**src/price_time_order_matcher_top_macros.svh**
```systemverilog
// Assertion macros used by the matcher RTL
`ifndef PRICE_TIME_ORDER_MATCHER_TOP_MACROS_SVH
`define PRICE_TIME_ORDER_MATCHER_TOP_MACROS_SVH

// Same-cycle implication, reset masked
`define PTOM_ASSERT_IMP(lbl, ante, cons) \
  lbl: assert property (@(posedge clk) disable iff (rst) (ante) |-> (cons)) \
    else $error("ptom assertion failed");

// Next-cycle implication, reset masked
`define PTOM_ASSERT_NXT(lbl, ante, cons) \
  lbl: assert property (@(posedge clk) disable iff (rst) (ante) |=> (cons)) \
    else $error("ptom assertion failed");

`endif

```
**src/ptom_pkg.sv**
```systemverilog
// Types and constants for the price-time order matcher
`timescale 1ns / 1ps
package ptom_pkg;

  localparam int ORDER_SLOTS_DEF = 32;
  localparam int MAX_FILLS       = 32;
  localparam int FILL_W          = 6;
  localparam int QUEUE_DEPTH     = 2;

  typedef enum logic [1:0] {
    KIND_TRADE   = 2'd0,
    KIND_FILLED  = 2'd1,
    KIND_RESTED  = 2'd2,
    KIND_DROPPED = 2'd3
  } kind_e;

  typedef enum logic [2:0] {
    ST_IDLE,
    ST_SCAN,
    ST_DRAIN,
    ST_FILL,
    ST_FINAL
  } state_e;

  typedef struct packed {
    logic        side;
    logic [31:0] order_id;
    logic [15:0] limit_price;
    logic [31:0] order_qty;
  } order_t;

  typedef struct packed {
    order_t ord;
    logic   zero_qty;
  } qitem_t;

  typedef struct packed {
    logic        side;
    logic [15:0] price;
    logic [31:0] qty;
    logic [31:0] owner;
    logic [31:0] arrival;
  } entry_t;

  typedef struct packed {
    kind_e       kind;
    logic [31:0] taker_id;
    logic [31:0] maker_id;
    logic [31:0] fill_qty;
    logic [15:0] fill_price;
    logic [31:0] remaining_qty;
    logic        last;
  } result_t;

endpackage

```
**src/ptom_front.sv**
```systemverilog
// Input stage: registers each order and tags zero-quantity orders
`timescale 1ns / 1ps
module ptom_front (
  input  logic            clk,
  input  logic            rst,
  input  logic            in_valid,
  output logic            in_stall,
  input  ptom_pkg::order_t in_item,
  output logic            push,
  output ptom_pkg::qitem_t push_item,
  input  logic            q_full
);
  import ptom_pkg::*;

  logic   held;
  order_t held_ord;
  logic   take;

  assign in_stall  = held && q_full;
  assign take      = in_valid && !in_stall;
  assign push      = held && !q_full;
  assign push_item = '{ord: held_ord, zero_qty: (held_ord.order_qty == 32'd0)};

  always_ff @(posedge clk) begin
    if (rst) begin
      held <= 1'b0;
    end else if (take) begin
      held <= 1'b1;
    end else if (push) begin
      held <= 1'b0;
    end
  end

  always_ff @(posedge clk) begin
    if (take) begin
      held_ord <= in_item;
    end
  end

endmodule

```
**config.mk**
```make
export PLATFORM = sky130hd
export DESIGN_NAME = ptom_front
export DESIGN_NICKNAME = d
export VERILOG_FILES = /design/src/price_time_order_matcher_top_macros.svh /design/src/ptom_pkg.sv /design/src/ptom_front.sv
export SDC_FILE = /design/constraint.sdc
export NUM_CORES = 1
export LEC_CHECK = 0
export BUFFER_PORTS_ARGS = -buffer_cell sky130_fd_sc_hd__buf_2
export CAP_MARGIN = 20
export CELL_PAD_IN_SITES_DETAIL_PLACEMENT = 1
export CELL_PAD_IN_SITES_GLOBAL_PLACEMENT = 1
export CORE_MARGIN = 2
export CORE_UTILIZATION = 25
export DETAILED_ROUTE_END_ITERATION = 16
export GPL_TIMING_DRIVEN = 0
export PLACE_DENSITY_LB_ADDON = 0.1
export SYNTH_ARGS = -nofsm -noshare
export SYNTH_HDL_FRONTEND = slang
export SYNTH_SLANG_ARGS = --single-unit
```
**constraint.sdc**
```tcl
create_clock -name clk -period 14.75 [get_ports clk]
set_clock_uncertainty 0.1 [all_clocks]
set_input_delay 0.7375 -clock clk [delete_from_list [all_inputs] [get_ports clk]]
set_output_delay 0.7375 -clock clk [all_outputs]
set_load 0.01 [all_outputs]
```
**After elaboration in Yosys (flattened, before gate mapping)**

Cells that the tools add are included.

- Mux-type cells: 2
- Reductions and logical operators: 7

Operator list:

| operator | number |
|---|---|
| 32-bit zero test | 1 |
| 1-bit logical AND | 3 |
| 1-bit zero test | 2 |
| 1-bit 2-to-1 mux | 2 |
| 2-bit nonzero test | 1 |

- Bits in registers: 82
- Input bits: 85
- Output and inout port bits: 84
- Word-level logic and storage cells: 14

**Logic depth before layout (Yosys ltp)**

- Depth in word-level cells: 4
- Gate-level depth with buffers: 3
- Mapped depth without buffers: 3

**Worst setup path after synthesis**

No wires, ideal clock.

- Kind: input to register
- Start point: input q_full
- End point: register held_ord, in the netlist push_item[10] (enable)
- Library setup time: 0.530 ns
- Arrival time: 4.542 ns
- Data required time: 14.120 ns
- Setup slack: 9.578 ns
- Cell stages on the path: 2
- Buffers on the path: 0
- Path through: and2_1 nor2b_1

- Cells in the longest elaborated chain, start to end: 3

Ends and longest elaborated chain:

| element | line | source |
|---|---|---|
| start, declared | ptom_front.sv:11 | `input logic q_full` |
| 1-bit logical AND | ptom_front.sv:19 | `assign in_stall = held && q_full;` |
| 1-bit zero test | ptom_front.sv:20 | `assign take = in_valid && !in_stall;` |
| 1-bit logical AND | ptom_front.sv:20 |  |
| net take | ptom_front.sv:17 | `logic take;` |
| end signal, assigned | ptom_front.sv:36 | `held_ord <= in_item;` |
| end, declared | ptom_front.sv:16 | `order_t held_ord;` |

The timed path passes the listed nets, and every way through them passes these cells.
A chain may end at the register's enable or synchronous reset.

==> metrics.cfg <==
[cells_and_area]
regArea_um2=2450
fill_cells=1076
final_common_cell=buf_2
area_growth_syn_to_layout_pct=49.4
layout_common_cells=buf_2 (168), edfxtp_1 (81), clkbuf_8 (9), nor4_1 (7)
drive_gt1_share_pct=66.1
multi_input_area_um2=106
antenna_cells=0
layout.nets=364

[floorplan]
die_w_um=105
ios=169
core_area_um2=9820
die_area_um2=11000
num_rows=36
dieHeight_um=105
start_util_pct=26.0

[clock_network]
clk_pin_slew_ns=0.08
hold_buffers=0
cts_setup_buffers=0
root_buffer=clkbuf_8
clk_latency_ns=0.33
cts_htree_levels=3
cts_max_path_buffers=2
cts_tree=built
post_cts_resized=0
numCtsBuffers=9
clock-sinks=82

[yosys]
syn_nets=183
synthDistinctLibCells=8
syn_area_um2=2550
ys_ff_latch=82
synth_seq_area_share_pct=96.1
ys.warnings.count=0
syn_avg_cell_area_um2=26.0
syn_inst=98

[critical_path]
end_kind=output port
critPathTopFamily=simple AND/OR/NAND/NOR gates
cp.arrival_ns=1.51
rr_worst_depth=3
required_ns=13.91
crit_cells=4
cpPeakStageDelay_ns=0.41
start_kind=flip-flop
worstPathMaxFanout=2
crit_buf_inv=1
cpMaxStageDelayCell=nor4_1
crit_path_cell_trace=nor4_1 -> nand4_1 -> nor2_1 -> buf_2
path_class=reg -> out

[min_path]
whs_path_depth=2
hp-class=in -> reg

[placement]
port_buffers=168
gp_congestion=0.664
preCtsSetupSlack_ns=12.50

[timing]
slew_viol_final=0
slew_headroom_pct=63.9
setup_tns_ns=0
layout_setup_ws_ns=12.40
timing.fmax_mhz=426
max_slew.worst_pin.slew_ns=0.540
finalSetupViolCount=0
hold_violations=0
min_period_over_period_pct=15.9
rsz0062_at_grt=false
fin_crit_ns=2.35

[global_route]
grt-ovfl-total=0
grt_start_max_net_pins=35
grt_util_all_layers_pct=11.5
antenna_found_initial=0
grt_pass1_vias=1781
grt_pass1_wl_mm=9.41

[job]
cap_violations=0

[detailed_routing]
drt.antenna.violating_nets=0
drc=0
dr_total_vias=1646
drt-wirelength-per-cell_um=14.8
wl_mm=6.17
via_per_inst=3.96
drtIter0Drc=38
dr.pass1.iters=4

[power_and_ir_drop]
irDropWorstVdd_v=0.0000503
power_per_cell_area_nw_per_um2=128
p_leak_uw=0.00160

[outcome]
outcome=finished, final reports clean

## cells by family after synthesis
group	Yosys count	share of synthesized area [%]
flip-flops	82	96.1
AND/OR/NAND/NOR	16	3.87
## layout make-up
class                           count  share of cell area [%]
Clock inverter                      6                    2.17
Tap cell                          133                    4.36
Sequential cell                    82                    64.3
Clock buffer                        9                    3.25
Timing Repair Buffer              170                    23.1
Multi-Input combinational cell     16                    2.79
## cell usage after synthesis, drive strengths merged
cell    number  area, µm²
nor2b        2       12.5
nand4        2       12.5
and2         1       6.26
edfxtp      81       2430
nor2         3       11.3
dfxtp        1       20.0
nor4         8       56.3
## worst paths after layout
path	from	endpoint	slack (ns)
worst min register to register	held$_SDFFE_PP0P_	held$_SDFFE_PP0P_	0.56
worst min-delay path	rst	held$_SDFFE_PP0P_	0.44
worst max-delay path	push_item[7]$_DFFE_PP_	push_item[0]	12.40
worst max register to register	held$_SDFFE_PP0P_	push_item[27]$_DFFE_PP_	13.09
## per-layer routing
metal	part of all wire [%]	track usage (%)
met1	40	12.8
met2	44	17.0
met3	14	7.80
met4	1.8	5.05
met5	0	0
## registers in the layout (all words and copies together) (netlist names)
name	count
held	1
push_item	81
## through the flow
stage,util (%),cell area [µm²],total power (µW),hold WS [ns],std cells
floorplan,-,2550,296,0.529,98
global placement,36.2,3560,322,0.508,399
detailed placement,36.7,3610,322,0.559,401
CTS,38.8,3810,495,0.417,416
global route,38.8,3810,508,0.429,416
finish,38.8,3810,486,0.445,416
## power by group
group	total, µW	switching (µW)	leakage (µW)	internal (µW)
Sequential	276	4.29	0.000792	272
Combinational	39.4	21.3	0.000705	18.1
Clock	170	76.8	0.000105	93.5
Power figures use the tool's default switching activity.
