## src/price_time_order_matcher_top_macros.svh

```systemverilog
// Assertion macros used by the matcher RTL
`ifndef PRICE_TIME_ORDER_MATCHER_TOP_MACROS_SVH
`define PRICE_TIME_ORDER_MATCHER_TOP_MACROS_SVH

// Same-cycle implication, reset masked
`define PTOM_ASSERT_IMP(lbl, ante, cons) \
  lbl: assert property (@(posedge clk) disable iff (rst) (ante) |-> (cons)) \
    else $error("ptom assertion failed");

// Next-cycle implication, reset masked
`define PTOM_ASSERT_NXT(lbl, ante, cons) \
  lbl: assert property (@(posedge clk) disable iff (rst) (ante) |=> (cons)) \
    else $error("ptom assertion failed");

`endif

```

## src/ptom_pkg.sv

```systemverilog
// Types and constants for the price-time order matcher
`timescale 1ns / 1ps
package ptom_pkg;

  localparam int ORDER_SLOTS_DEF = 32;
  localparam int MAX_FILLS       = 32;
  localparam int FILL_W          = 6;
  localparam int QUEUE_DEPTH     = 2;

  typedef enum logic [1:0] {
    KIND_TRADE   = 2'd0,
    KIND_FILLED  = 2'd1,
    KIND_RESTED  = 2'd2,
    KIND_DROPPED = 2'd3
  } kind_e;

  typedef enum logic [2:0] {
    ST_IDLE,
    ST_SCAN,
    ST_DRAIN,
    ST_FILL,
    ST_FINAL
  } state_e;

  typedef struct packed {
    logic        side;
    logic [31:0] order_id;
    logic [15:0] limit_price;
    logic [31:0] order_qty;
  } order_t;

  typedef struct packed {
    order_t ord;
    logic   zero_qty;
  } qitem_t;

  typedef struct packed {
    logic        side;
    logic [15:0] price;
    logic [31:0] qty;
    logic [31:0] owner;
    logic [31:0] arrival;
  } entry_t;

  typedef struct packed {
    kind_e       kind;
    logic [31:0] taker_id;
    logic [31:0] maker_id;
    logic [31:0] fill_qty;
    logic [15:0] fill_price;
    logic [31:0] remaining_qty;
    logic        last;
  } result_t;

endpackage

```

## src/ptom_fifo.sv

```systemverilog
// Two-entry queue between the input stage and the matching engine
`timescale 1ns / 1ps
module ptom_fifo (
  input  logic             clk,
  input  logic             rst,
  input  logic             push,
  input  ptom_pkg::qitem_t push_item,
  output logic             full,
  output logic             q_valid,
  output ptom_pkg::qitem_t q_item,
  input  logic             pop
);
  import ptom_pkg::*;

  localparam int PTR_W = $clog2(QUEUE_DEPTH);
  localparam int CNT_W = $clog2(QUEUE_DEPTH + 1);

  qitem_t            slots [QUEUE_DEPTH];
  logic [PTR_W-1:0]  wptr;
  logic [PTR_W-1:0]  rptr;
  logic [CNT_W-1:0]  count;

  assign full    = (count == CNT_W'(QUEUE_DEPTH));
  assign q_valid = (count != '0);
  assign q_item  = slots[rptr];

  always_ff @(posedge clk) begin
    if (rst) begin
      wptr  <= '0;
      rptr  <= '0;
      count <= '0;
    end else begin
      if (push) begin
        wptr <= wptr + 1'b1;
      end
      if (pop) begin
        rptr <= rptr + 1'b1;
      end
      if (push && !pop) begin
        count <= count + 1'b1;
      end else if (pop && !push) begin
        count <= count - 1'b1;
      end
    end
  end

  always_ff @(posedge clk) begin
    if (push) begin
      slots[wptr] <= push_item;
    end
  end

endmodule

```

## config.mk

```make
export PLATFORM = sky130hd
export DESIGN_NAME = ptom_fifo
export DESIGN_NICKNAME = d
export VERILOG_FILES = /design/src/price_time_order_matcher_top_macros.svh /design/src/ptom_pkg.sv /design/src/ptom_fifo.sv
export SDC_FILE = /design/constraint.sdc
export NUM_CORES = 1
export LEC_CHECK = 0
export ABC_AREA = 0
export BUFFER_PORTS_ARGS = -buffer_cell sky130_fd_sc_hd__buf_2
export CAP_MARGIN = 20
export CORE_ASPECT_RATIO = 1.1
export CORE_MARGIN = 2
export CORE_UTILIZATION = 45
export DETAILED_ROUTE_END_ITERATION = 10
export GPL_TIMING_DRIVEN = 0
export PLACE_DENSITY = 0.73
export SLEW_MARGIN = 0
export SYNTH_ARGS = -nofsm -noshare
export SYNTH_HDL_FRONTEND = slang
export SYNTH_SLANG_ARGS = --single-unit
```

## constraint.sdc

```tcl
create_clock -name clk -period 5.8 [get_ports clk]
set_input_delay 1.74 -clock clk [delete_from_list [all_inputs] [get_ports clk]]
set_output_delay 1.74 -clock clk [all_outputs]
set_load 0.01 [all_outputs]
```

=== Word level (Yosys, flattened, before mapping) ===
Memories as Yosys holds them, arrays and structs flattened. A register that Yosys moved wholly into a read port is not among the register bits.
Index checks and enable logic that the tools add are counted.

* Logic and storage cells: 21
* Memories: 1
* Register bits after elaboration: 4
* Output and inout bits: 84
* Bits in writable memories: 164

* Multiplexer cells: 6
* Reduce and logical (&&, ||, !) cells: 6
* Eq/ne operators: 1
* Add/subtract/negate cells: 4

{| class="wikitable"
|+ Memory list
! memory !! words !! bits a word !! read ports !! clocked after Yosys merged registers in !! wr ports !! line !! RTL
|-
| slots || 2 || 82 || 1 || 1 || 1 || ptom_fifo.sv:18 || <nowiki>qitem_t slots [QUEUE_DEPTH];</nowiki>
|}

{| class="wikitable"
|+ Operators with widths
! kind !! count
|-
| $mux W1 || 4
|-
| $mux W2 || 2
|-
| $reduce_bool A2 Y1 || 2
|-
| $add A1 B1 Y1 const B || 2
|-
| $add A2 B1 Y2 const B || 1
|-
| $eq A2 B2 Y1 const B || 1
|-
| $logic_and A1 B1 Y1 || 2
|-
| $logic_not A1 Y1 || 2
|-
| $sub A2 B1 Y2 const B || 1
|}

=== Depth between registers and ports, before layout ===
* Word-level depth: 4
* Depth in mapped cells: 5
* Depth with buffers taken out: 5

=== Worst setup path before layout ===
OpenSTA, ideal clock, no wires.

* Path kind: input-to-reg
* Start: input port push
* End: memory slots[0][0] (netlist name), enable pin
* Setup slack: -0.056 ns
* Required time: 5.267 ns
* Arrival time: 5.323 ns
* Stages on the path: 1
* Buffers on the path: 0
* Cell sequence: nor2b_1

* Cells in the longest elaborated chain, start to end: 2

{| class="wikitable"
|+ Ends and longest elaborated chain
! what !! line !! RTL
|-
| start, declared || ptom_fifo.sv:6 || <nowiki>input logic push,</nowiki>
|-
| $mux W1 || ptom_fifo.sv:48 || <nowiki>if (push) begin</nowiki>
|-
| $mux W1 (not written as such) || ptom_fifo.sv:49 || <nowiki>slots[wptr] <= push_item;</nowiki>
|-
| end, declared || ptom_fifo.sv:18 ||
|}

No other way between the ends.

==> key figures <==
Worst setup path
  – Category of the critical setup timing path: reg -> out
  – Worst reg2reg path endpoint: slots[0][58]
  – Register-to-Register Setup Slack: around 4.2 ns
  – Worst Setup End Kind: output pin
  – Setup crit start kind: flop
  – Data arrival time of the critical path: about 1.7 ns
  – R2R Path Start: wptr
  – R2R cell count: 2
  – Biggest fanout along the worst timing path: 10
  – Critical path required time: about 4.1 ns

Detailed routing
  – Number of nets with antenna violations after routing: 0
  – First drt pass iteration count: 4
  – Number of remaining DRC errors: 0
  – Average wire length per cell after detail routing: roughly 16 microns
  – Routed wire length: 10.8 mm
  – Initial DRC count: 160
  – Routed vias: between 3000 and 4000
  – Detailed-route vias per instance: 4.77

Floorplan
  – Die area: about 15000 sq um
  – Number of rows created at floorplan: 44
  – Die width: between 100 and 150 microns
  – Die boundary height: 127 microns
  – Total I/O pin count: 170
  – Initial Utilization: 46.4%
  – Area of the core: about 13000 sq um

Job
  – Total of max-cap violations: 0

CTS
  – Clock Tree Buf Depth: 2
  – Number of buffers added for setup after CTS: 0
  – Maximum level of the CTS H-tree: 4
  – Number of cells upsized or downsized after cts: 0
  – Number of buffers created by CTS: 17
  – Clock tree from TritonCTS: yes
  – Num Clock Sinks: 169
  – Clock transition at the registers of the reported paths: ~0.06 ns
  – Insertion delay to the later sink of the worst-skew pair: 0.41 ns
  – Hold_buf cts: 0
  – Clock Tree Root: clkbuf_16

STA
  – Final-report max-slew violation count: 0
  – TNS Setup: 0 ns
  – Period utilisation layout: 58.6%
  – Final hold violations: 0
  – Post-route worst setup slack: between 2 and 2.5 ns
  – Relative max-transition margin: approximately 46%
  – RSZ-0062 raised after global routing: no
  – Transition time at the pin with the least slew margin: between 0.8 and 0.9 ns
  – Worst-case clock skew: 0.00718 ns
  – Final min period: 3.40 ns
  – Maximum achievable frequency: 294 MHz
  – Final setup vio count: 0

Final layout
  – Most used cells in the layout excluding fill and tap cells: buf_2, edfxtp_1, mux2_2
  – Post-layout nets: roughly 560
  – Area added between synthesis and finish: 28.2%
  – Final design utilization: 59.5%
  – Share of post-route cells with drive strength above 1: 61.3%
  – ANT cells: 0
  – Most common cell after layout, fill and taps aside: buf_2
  – Final design instance area without fill: about 7900 sq um

Logic synthesis
  – Mapped Area: 6160 sq um
  – Share of the yosys chip area belonging to registers: 81.6%
  – Area share of the largest cell type after synthesis: between 80% and 90%
  – Distinct cell type count of the synthesized netlist: 17
  – Number of nets in the synthesized netlist: between 300 and 400
  – Syn_area_per_cell: approximately 22 sq um
  – Synthesized netlist cell count: 277
  – Main area contributors after synthesis: edfxtp_1, mux2_2, dfxtp_1
  – Synthesis warning total: 0
  – Yosys reg bits: 169
  – Cell taking the most area after synthesis: edfxtp_1

Power and ir drop
  – Leakage power summed over all cells: 0.00298 uW
  – PD cells: 357 nW/um^2
  – Worst VDD drop: 0.000235 V

Placed design
  – Placed Area: 7310 sq um
  – Buffers on Ports: 169
  – Setup slack after placement: 2.55 ns
  – RD Place Congestion: 0.734
  – HPWL Detailed: 7.26 mm

Outcome
  – Outcome: completed

Hold path
  – Hold path cells: 2
  – Startpoint of the worst hold path: count[1]
  – Worst hold endpoint: count[1]
  – Worst min path class: reg -> reg

Global route
  – Overall overflow remaining after global route: 0
  – Via count of the first global-routing pass: 3312
  – Global-route usage over all layers: 15.0%
  – Wire length of the first global-routing pass: 16.2 mm
  – Number of antenna violations at the first check in global routing: 0
  – Largest net degree at the start of global routing: 56
==> stage by stage <==
stage	instances	hold WS [ns]	power [uW]
floorplan	277	0.456	1640
global placement	630	0.477	1770
detailed placement	633	0.506	1780
CTS	665	0.515	2850
global route	665	0.541	2930
finish	665	0.519	2820
==> cell usage after synthesis <==
| master | number |
|---|---|
| a21oi_1 | 1 |
| edfxtp_1 | 164 |
| or2_2 | 1 |
| o21ai_0 | 1 |
| or3_1 | 1 |
| inv_1 | 1 |
| dfxtp_1 | 5 |
| xor2_1 | 2 |
| and2b_2 | 1 |
| nor2_1 | 4 |
| buf_6 | 8 |
| xnor2_1 | 2 |
| mux2_2 | 82 |
| ha_1 | 1 |
| nor2b_1 | 1 |
| buf_4 | 1 |
| and2_1 | 1 |
==> critical path, cell delays in order, from the launching register on <==
cell and delay (ns):
dfxtp_1 0.31, buf_4 0.23, buf_6 0.20, mux2_2 0.35
buf_2 0.15
==> layer usage <==
metal | share of wire [%] | GRT usage (%)
met2 | 52 | 24.8
met3 | 7.6 | 5.78
met4 | 1.5 | 7.16
met5 | 0 | 0
met1 | 39 | 16.9
==> cell type report <==
type | count | area (sq um)
Tap cell | 184 | 230
Timing Repair Buffer | 172 | 913
Sequential cell | 169 | 5020
Clock buffer | 27 | 546
Buffer | 9 | 97.6
Inverter | 1 | 3.75
Clock inverter | 5 | 33.8
Multi-Input combinational cell | 98 | 1040
Fill cell | 984 | 5380
==> registers in the layout, summed over array words and instances, names as in the netlist, named ones only <==
| signal | flops |
|---|---|
| slots | 164 |
| count | 2 |
| rptr | 1 |
| wptr | 1 |
==> how the worst max path moves through the flow <==
stage	startpoint	endpoint	slack, ns
final	flop	q_item[0]	2.40
after global routing	flop	q_item[77]	2.30
after CTS	flop	q_item[0]	2.35
after detailed placement	push	slots[0][58]	2.55
after global placement	push	slots[0][52]	0.24
after floorplan	push	slots[0][0]	1.48
==> kinds of logic after synthesis <==
| kind of cell | synth area share [%] |
|---|---|
| flip-flops | 81.6 |
| multiplexers | 15.0 |
| buffers and inverters | 1.65 |
| AND/OR/NAND/NOR | 0.793 |
| XOR/XNOR | 0.569 |
| AO/OA/AOI/OAI | 0.162 |
| adder cells (fa/ha/maj) | 0.203 |
==> power breakdown <==
part	internal (uW)	switching [uW]
Combinational	150	156
Sequential	1420	17.6
Clock	645	424
Total	2220	598
(Power assumes the default switching activity.)
