--- src/price_time_order_matcher_top_macros.svh ---
// Assertion macros used by the matcher RTL
`ifndef PRICE_TIME_ORDER_MATCHER_TOP_MACROS_SVH
`define PRICE_TIME_ORDER_MATCHER_TOP_MACROS_SVH

// Same-cycle implication, reset masked
`define PTOM_ASSERT_IMP(lbl, ante, cons) \
  lbl: assert property (@(posedge clk) disable iff (rst) (ante) |-> (cons)) \
    else $error("ptom assertion failed");

// Next-cycle implication, reset masked
`define PTOM_ASSERT_NXT(lbl, ante, cons) \
  lbl: assert property (@(posedge clk) disable iff (rst) (ante) |=> (cons)) \
    else $error("ptom assertion failed");

`endif

--- src/ptom_pkg.sv ---
// Types and constants for the price-time order matcher
`timescale 1ns / 1ps
package ptom_pkg;

  localparam int ORDER_SLOTS_DEF = 32;
  localparam int MAX_FILLS       = 32;
  localparam int FILL_W          = 6;
  localparam int QUEUE_DEPTH     = 2;

  typedef enum logic [1:0] {
    KIND_TRADE   = 2'd0,
    KIND_FILLED  = 2'd1,
    KIND_RESTED  = 2'd2,
    KIND_DROPPED = 2'd3
  } kind_e;

  typedef enum logic [2:0] {
    ST_IDLE,
    ST_SCAN,
    ST_DRAIN,
    ST_FILL,
    ST_FINAL
  } state_e;

  typedef struct packed {
    logic        side;
    logic [31:0] order_id;
    logic [15:0] limit_price;
    logic [31:0] order_qty;
  } order_t;

  typedef struct packed {
    order_t ord;
    logic   zero_qty;
  } qitem_t;

  typedef struct packed {
    logic        side;
    logic [15:0] price;
    logic [31:0] qty;
    logic [31:0] owner;
    logic [31:0] arrival;
  } entry_t;

  typedef struct packed {
    kind_e       kind;
    logic [31:0] taker_id;
    logic [31:0] maker_id;
    logic [31:0] fill_qty;
    logic [15:0] fill_price;
    logic [31:0] remaining_qty;
    logic        last;
  } result_t;

endpackage

--- src/ptom_back.sv ---
// Matching engine: slot store, best-order scan, fills and result register
`timescale 1ns / 1ps
`include "price_time_order_matcher_top_macros.svh"
module ptom_back #(
  parameter int ORDER_SLOTS = ptom_pkg::ORDER_SLOTS_DEF
) (
  input  logic              clk,
  input  logic              rst,
  input  logic              q_valid,
  input  ptom_pkg::qitem_t  q_item,
  output logic              pop,
  output logic              out_valid,
  output ptom_pkg::result_t out_res,
  input  logic              out_stall
);
  import ptom_pkg::*;

  localparam int SLOT_W = $clog2(ORDER_SLOTS);

  state_e state, state_next;

  entry_t book [ORDER_SLOTS];
  entry_t rd_ent;
  logic [ORDER_SLOTS-1:0] valid_bits;
  logic [31:0] arrival_ctr;

  order_t            ord;
  logic [31:0]       rem;
  logic [FILL_W-1:0] fills;
  logic [SLOT_W-1:0] scan_idx;
  logic              cmp_valid;
  logic [SLOT_W-1:0] cmp_idx;
  logic              best_found;
  logic [SLOT_W-1:0] best_idx;
  entry_t            best_ent;
  logic [31:0]       best_age;
  logic              free_found;
  logic [SLOT_W-1:0] free_idx;

  logic        out_free;
  logic        do_fill;
  logic        do_final;
  logic        do_rest;
  logic        scan_begin;
  logic [31:0] fill_q;
  logic [31:0] rem_after;
  logic [31:0] maker_left;
  logic        fill_ends;

  logic        cand;
  logic        take_best;
  logic        slot_v;
  logic        crosses;
  logic        better_price;
  logic [31:0] age;

  logic              we;
  logic [SLOT_W-1:0] waddr;
  entry_t            wdata;

  assign out_free   = !out_valid || !out_stall;
  assign fill_q     = (rem < best_ent.qty) ? rem : best_ent.qty;
  assign rem_after  = rem - fill_q;
  assign maker_left = best_ent.qty - fill_q;
  assign fill_ends  = (rem_after == 32'd0) || (fills == FILL_W'(MAX_FILLS - 1));

  // Candidate compare on the registered read of the previous scan address
  assign slot_v  = valid_bits[cmp_idx];
  assign crosses = ord.side ? (rd_ent.price >= ord.limit_price)
                            : (rd_ent.price <= ord.limit_price);
  assign age     = arrival_ctr - rd_ent.arrival;
  assign better_price = ord.side ? (rd_ent.price > best_ent.price)
                                 : (rd_ent.price < best_ent.price);
  assign cand      = cmp_valid && slot_v && (rd_ent.side != ord.side) && crosses;
  assign take_best = cand && (!best_found || better_price ||
                     ((rd_ent.price == best_ent.price) && (age > best_age)));

  always_comb begin
    state_next = state;
    case (state)
      ST_IDLE: begin
        if (q_valid) begin
          state_next = q_item.zero_qty ? ST_FINAL : ST_SCAN;
        end
      end
      ST_SCAN: begin
        if (scan_idx == SLOT_W'(ORDER_SLOTS - 1)) begin
          state_next = ST_DRAIN;
        end
      end
      ST_DRAIN: begin
        state_next = ST_FILL;
      end
      ST_FILL: begin
        if (!best_found) begin
          state_next = ST_FINAL;
        end else if (out_free) begin
          state_next = fill_ends ? ST_FINAL : ST_SCAN;
        end
      end
      ST_FINAL: begin
        if (out_free) begin
          state_next = ST_IDLE;
        end
      end
      default: begin
        state_next = ST_IDLE;
      end
    endcase
  end

  always_comb begin
    pop        = (state == ST_IDLE) && q_valid;
    do_fill    = (state == ST_FILL) && best_found && out_free;
    do_final   = (state == ST_FINAL) && out_free;
    do_rest    = do_final && (rem != 32'd0) && free_found;
    scan_begin = (state != ST_SCAN) && (state_next == ST_SCAN);
    we         = do_fill || do_rest;
    waddr      = do_fill ? best_idx : free_idx;
    wdata      = do_fill ? entry_t'{side: best_ent.side, price: best_ent.price,
                                    qty: maker_left, owner: best_ent.owner,
                                    arrival: best_ent.arrival}
                         : entry_t'{side: ord.side, price: ord.limit_price, qty: rem,
                                    owner: ord.order_id, arrival: arrival_ctr};
  end

  always_ff @(posedge clk) begin
    if (rst) begin
      state       <= ST_IDLE;
      valid_bits  <= '0;
      arrival_ctr <= '0;
      out_valid   <= 1'b0;
      cmp_valid   <= 1'b0;
      best_found  <= 1'b0;
      free_found  <= 1'b0;
      scan_idx    <= '0;
      fills       <= '0;
    end else begin
      state     <= state_next;
      cmp_valid <= (state == ST_SCAN);
      if (pop) begin
        fills <= '0;
      end
      if (scan_begin) begin
        scan_idx   <= '0;
        best_found <= 1'b0;
        // a maker emptied by the fill that starts this scan is already a free slot
        free_found <= do_fill && (maker_left == 32'd0);
      end else begin
        if (state == ST_SCAN) begin
          scan_idx <= scan_idx + 1'b1;
        end
        if (take_best) begin
          best_found <= 1'b1;
        end
        if (cmp_valid && !slot_v && !free_found) begin
          free_found <= 1'b1;
        end
      end
      if (do_fill) begin
        fills <= fills + 1'b1;
        if (maker_left == 32'd0) begin
          valid_bits[best_idx] <= 1'b0;
          if (!scan_begin) begin
            free_found <= 1'b1;
          end
        end
      end
      if (do_rest) begin
        valid_bits[free_idx] <= 1'b1;
        arrival_ctr <= arrival_ctr + 32'd1;
      end
      if (do_fill || do_final) begin
        out_valid <= 1'b1;
      end else if (!out_stall) begin
        out_valid <= 1'b0;
      end
    end
  end

  // Datapath registers, no reset needed
  always_ff @(posedge clk) begin
    cmp_idx <= scan_idx;
    if (pop) begin
      ord <= q_item.ord;
      rem <= q_item.ord.order_qty;
    end
    if (take_best && !scan_begin) begin
      best_idx <= cmp_idx;
      best_ent <= rd_ent;
      best_age <= age;
    end
    if (cmp_valid && !slot_v && !free_found && !scan_begin) begin
      free_idx <= cmp_idx;
    end
    if (do_fill) begin
      rem <= rem_after;
      if ((maker_left == 32'd0) && (!free_found || (best_idx < free_idx))) begin
        free_idx <= best_idx;
      end
      out_res <= '{kind: KIND_TRADE, taker_id: ord.order_id, maker_id: best_ent.owner,
                   fill_qty: fill_q, fill_price: best_ent.price,
                   remaining_qty: rem_after, last: 1'b0};
    end else if (do_final) begin
      out_res <= '{kind: (rem == 32'd0) ? KIND_FILLED :
                         (free_found ? KIND_RESTED : KIND_DROPPED),
                   taker_id: ord.order_id, maker_id: 32'd0, fill_qty: 32'd0,
                   fill_price: 16'd0, remaining_qty: rem, last: 1'b1};
    end
  end

  // Slot store
  always_ff @(posedge clk) begin
    if (we) begin
      book[waddr] <= wdata;
    end
    rd_ent <= book[scan_idx];
  end

  `PTOM_ASSERT_IMP(a_fill_cap, 1'b1, fills <= FILL_W'(MAX_FILLS))
  `PTOM_ASSERT_IMP(a_load_free, (do_fill || do_final) && out_valid, !out_stall)
  `PTOM_ASSERT_IMP(a_fill_has_maker, do_fill, valid_bits[best_idx])
  `PTOM_ASSERT_NXT(a_rest_sets_valid, do_rest, valid_bits[$past(free_idx)])

endmodule

--- config.mk ---
export PLATFORM = sky130hd
export DESIGN_NAME = ptom_back
export DESIGN_NICKNAME = d
export VERILOG_FILES = /design/src/ptom_pkg.sv /design/src/ptom_back.sv
export VERILOG_INCLUDE_DIRS = /design/src /design/src/src
export SDC_FILE = /design/constraint.sdc
export NUM_CORES = 2
export LEC_CHECK = 0
export BUFFER_PORTS_ARGS = -buffer_cell sky130_fd_sc_hd__buf_2
export CORE_AREA = 2 2 582 584
export CTS_CLUSTER_DIAMETER = 100
export DETAILED_ROUTE_END_ITERATION = 8
export DIE_AREA = 0 0 584 586
export PLACE_DENSITY = 0.65
export SYNTH_ARGS = -nofsm -noshare
export SYNTH_HDL_FRONTEND = slang
export SYNTH_SLANG_ARGS = --single-unit
--- constraint.sdc ---
create_clock -name clk -period 16.9 [get_ports clk]
set_input_delay 5.07 -clock clk [delete_from_list [all_inputs] [get_ports clk]]
set_output_delay 5.07 -clock clk [all_outputs]
set_load 0.02 [all_outputs]
# Yosys cells after proc, flatten, opt, wreduce, memory -nomap -nowiden

Memories as Yosys holds them, arrays and structs flattened. A register that Yosys moved wholly into a read port is not among the register bits.
Cells that the tools add are included.
W data, S select, Z words.

Register bits after elaboration: 470
Memory bits (writable): 3,616
Input port bits: 86
Output and inout port bits: 149
Word-level logic and storage cells: 146
Memories: 1

Add/sub/neg operators: 6
Magnitude comparators: 12
Equality and inequality tests: 11
Mux-type cells: 43
Bitwise gates (word level): 3
Reduce and logical (&&, ||, !) cells: 41

Memory list:

| memory | depth | width | read ports | clocked after memory_dff | write ports | RTL line        | text |
|---|---|---|---|---|---|---|---|
| book   | 32    | 113   | 1          | 1                        | 1           | ptom_back.sv:22 | `entry_t book [ORDER_SLOTS];` |

Operators by type and width:

| cell                    | count |
|---|---|
| $mux W145               | 2 |
| $mux W32                | 7 |
| $mux W113               | 1 |
| $logic_not A32 Y1       | 3 |
| $sub A32 B32 Y32        | 3 |
| $add A32 B1 Y32 const B | 1 |
| $and A32 B32 Y32        | 1 |
| $gt A32 B32 Y1          | 1 |
| $lt A32 B32 Y1          | 1 |
| $not A32 Y32            | 1 |
| $or A32 B32 Y32         | 1 |
| $reduce_bool A32 Y1     | 1 |
| $mux W3                 | 7 |
| $logic_and A1 B1 Y1     | 20 |
| $mux W5                 | 4 |
| $lt A5 B6 Y1 const B    | 3 |
| $eq A16 B16 Y1          | 1 |
| $ge A16 B16 Y1          | 1 |
| $gt A16 B16 Y1          | 1 |
| $le A16 B16 Y1          | 1 |
| $lt A16 B16 Y1          | 1 |
| $mux W1                 | 15 |
| $pmux W3 S5             | 1 |
| $mux W6                 | 2 |
| 20 further kinds        | 36 |

# Logic depth before layout (Yosys ltp)

Depth in word-level cells: 16
Mapped depth: 32
Depth with buffers taken out: 32

# Worst setup path before layout

Ideal clock, no wire load.

Kind: input to register
Start point: input out_stall
End point: memory book[25][0] (netlist bit), enable pin
Library setup time: 0.587 ns
Arrival time: 11.328 ns
Required time: 16.313 ns
Setup slack: 4.985 ns
Cell stages on the path: 6
Path buffers: 1
Path through: and2_0 nor3_1 clkbuf_1 a21oi_1 or2_2 nor2_1

Longest elaborated chain between the ends: 8
Elaborated cells between the ends (all ways): 10
Classes of those cells: 3 x mux; 7 x reduce/logical

RTL lines:

| item                             | RTL line         | text |
|---|---|---|
| from (decl)                      | ptom_back.sv:14  | `input logic out_stall` |
| $logic_not A1 Y1 (*)             | n/a              |  |
| $logic_or A1 B1 Y1 (*)           | ptom_back.sv:61  | `assign out_free = !out_valid \|\| !out_stall;` |
| $logic_and A1 B1 Y1              | ptom_back.sv:115 | `do_final = (state == ST_FINAL) && out_free;` |
| $logic_and A1 B1 Y1 (2 in a row) | ptom_back.sv:116 | `do_rest = do_final && (rem != 32'd0) && free_found;` |
| $logic_or A1 B1 Y1               | ptom_back.sv:118 | `we = do_fill \|\| do_rest;` |
| $mux W1                          | ptom_back.sv:214 | `if (we) begin` |
| $mux W1 (implied by the code)    | ptom_back.sv:215 | `book[waddr] <= wdata;` |
| to (decl)                        | ptom_back.sv:22  |  |

Every way passes the cells marked *; elsewhere a longest branch is shown, timed or not.

# Worst setup path after layout

Start point: input q_valid
End point: output pop

Longest elaborated chain between the ends: 1

RTL lines:

| item                | RTL line         | text |
|---|---|---|
| from (decl)         | ptom_back.sv:9   | `input logic q_valid,` |
| $logic_and A1 B1 Y1 | ptom_back.sv:113 | `pop = (state == ST_IDLE) && q_valid;` |
| to (decl)           | ptom_back.sv:11  | `output logic pop,` |

No other way between the ends.

==> impl_metrics.toml <==
[grt]
globalRouteMet2Util_pct = 41.7
grt_start_max_net_pins = 134
grt_pass1_vias = 85391
globalRoute.totalOverflow = 0
grt_usage_pct = 25.4
use_met3_pct = 3.13
busiest_layer = "met2"
number_of_antenna_violations_at_the_first_check_in_global_routing = 21
gr-usage-met1_pct = 36.0
wire_length_of_the_first_global_routing_pass_um = 626000

[worst_setup_path]
critical_path.slowest_cell = "clkinv_2"
worst_path_most_repeated_cell = "buf_2"
worst-endpoint-required_ps = 11830
criticalPathCategory = "input port to output pin"
critical_path_buffer_and_inverter_count = 3
end_kind = "output pin"
critical_path_peak_fanout = 15
slowest_stage_delay_on_critical_path_ps = 360
crit_path_cell_trace = "buf_2 > nor2b_1 > nand2_1 > clkinv_2 > buf_2"
timing.critical_path.from_type = "input port"
worst_path_dominant_cell_family = "buffers and inverters"
cp.arrival_ps = 6210

[logic_synthesis]
syn_nets = 8495
post_synth_inst_count = 8256
yosys_warnings = 0
synth_cell_area_sq_um = 167000
synth-seq-cells = 4199
yosysSeqAreaShare_pct = 74.1
ys_types = 103
synth_enable_flop_cells = 3991
postSynthAreaPerCell_sq_um = 20.3
yosys_most_used_dff = "edfxtp_1"
async_reset_ff_share_pct = 0

[clock_tree]
postCtsSetupRepairBufs = 0
cts_buffer_depth = 4
tritoncts_clock_tree = "yes"
clkLatencyLatePin_ps = 970
cts.repair.resized = 0
cts_buffers = 422
cts-root-buf = "clkbuf_16"
tritoncts_num_sinks = 4199
cts.htree.levels = 5
cts.hold.buffers_added = 0
clkTransAtPathRegs_ps = 60

[placement]
placement.io_buffers = 234
routabilityCongestion = 0.955
preCtsSetupSlack_ps = 5640
dp.final_hpwl_um = 237000

[die]
rows = 213
die_height_um = 586
die_area_sq_um = 342000
die_w_um = 584
top_level_ports = 235
core_region_area_sq_um = 336000
initial_core_util_pct = 49.9

[sta]
layout_min_cycle_time_ps = 11280
finalSetupViolations = 0
setup_repair_after_global_routing_missed_its_margin = "false"
final_hold_viol_count = 0
relSlewSlack_pct = 9.60
fin_setup_tns_ps = 0
fin_clk_skew_ps = 79.0
final_critical_path_share_of_the_clock_period_pct = 66.7
final.setup.worst_slack_ps = 5620
achievable-frequency_mhz = 88.7
report.final.slew_viol_count = 0
timing_worst_slew_pin_value_ps = 1350

[final_layout]
final_nets = 8929
area_delta_synth_final_pct = 12.8
mostFrequentLayoutCells = "edfxtp_1 (3,991), mux4_2 (1,142), clkbuf_16 (428)"
mostFrequentLayoutCell = "edfxtp_1"
post_route_cells_drive_above_1_share_pct = 27.0

[routing]
drt_pre_antenna_iters = 7
detail_route.drc_violations = 0
drt-initial-drc-count = 9784
detail_route.vias_per_cell = 6.26
totalWireLength_um = 435000
ant_nets = 0
route.vias.total = 84438
post_drt_wl_per_cell_um = 32.3

[run]
maxCapViolCount = 0

[power_and_ir_drop]
power.density_cell_area_nw_per_um2 = 116
ir_worst_vdd_mv = 0.116
power.static_leakage_nw = 62.1

[status]
outcome = "complete, no violations"

[hold_path]
hold_path.class = "register to register"
-- worst reg2reg max path: cells and delay by family (launching register included) --
family                     cells  cell delay, ps
AOI/OAI and AO/OA             10            3090
adders and majority gates      3            1040
buffers and inverters          6            2850
DFF                            1             610
and+or+nand+nor                9            2870
-- metrics by stage --
stage,instance area [sq um],hold slack [ps],total power [mW],util [%],std cells
global route,189000,403,22.5,56.3,13481
CTS,189000,400,22.0,56.2,13462
finish,189000,399,21.9,56.3,13486
detailed placement,175000,389,12.6,52.0,12673
floorplan,167000,329,12.2,-,8256
global placement,175000,390,12.5,52.0,12673
-- power by group --
part	internal, mW	switching, mW
Combinational	0.335	0.540
Clock	5.59	3.95
Sequential	11.4	0.0467
Total	17.3	4.53
-- cells in the mapped netlist, types with 113 or more instances --
cell type,instances,area (sq um)
inv_1,166,623
a21o_1,113,848
nand2_1,374,1400
mux2_2,114,1280
mux4_2,1142,25700
ha_1,152,1900
a21oi_1,161,806
edfxtp_1,3991,120000
o21ai_0,168,841
clkbuf_1,304,1140
nor2_1,234,878
nor2b_1,120,751
dfxtp_1,208,4160
-- flip-flops by register name, summed over array words and instances, names as in the netlist, 3 cells and up --
signal / cells
book: 3616
scan_idx: 5
best_ent: 113
best_age: 32
fills: 6
rem: 32
free_idx: 5
cmp_idx: 5
state: 3
arrival_ctr: 32
out_res: 147
rd_ent: 113
valid_bits: 32
ord: 49
best_idx: 5
-- worst paths after layout --
check / end / depth (start not counted) / startpoint / slack [ps]
worst max-delay path: pop / 5 / q_valid / 5620
worst max register to register: best_age[31]$_DFFE_PP_ / 28 / rem[19]$_DFFE_PP_ / 6050
worst min register to register: best_ent[67]$_DFFE_PP_ / 0 / rd_ent[67]$_DFF_P_ / 400
worst min-delay path: best_ent[67]$_DFFE_PP_ / 0 / rd_ent[67]$_DFF_P_ / 400
-- per-layer routing --
metal | vias to the layer above | part of all wire [%] | routed length (um)
met2 | 3491 | 49 | 214000
met4 | 2 | 3.2 | 14000
li1 | 34951 | - | -
met5 | - | 0.0037 | 16
met1 | 45357 | 41 | 177000
met3 | 637 | 6.9 | 29900
-- area by class of cell --
type / count / area [sq um]
Antenna cell: 24 / 60.1
Sequential cell: 4199 / 124000
Clock inverter: 229 / 2630
Inverter: 166 / 632
Clock buffer: 560 / 11500
Tap cell: 4407 / 5510
Fill cell: 24832 / 147000
Timing Repair Buffer: 424 / 2990
Multi-Input combinational cell: 3477 / 41500
-- cell families (layout without fill, tap and decap cells) --
kind of cell,Yosys count,in the layout,share of synthesized area [%]
AO/OA/AOI/OAI,751,751,2.97
AND/OR/NAND/NOR,1151,1151,3.40
flip-flops,4199,4199,74.1
other,0,24,0
buffers and inverters,580,1379,1.35
XOR/XNOR,121,121,0.660
adder cells (fa/ha/maj),177,177,1.30
multiplexers,1277,1277,16.3
Power figures use the tool's default switching activity.
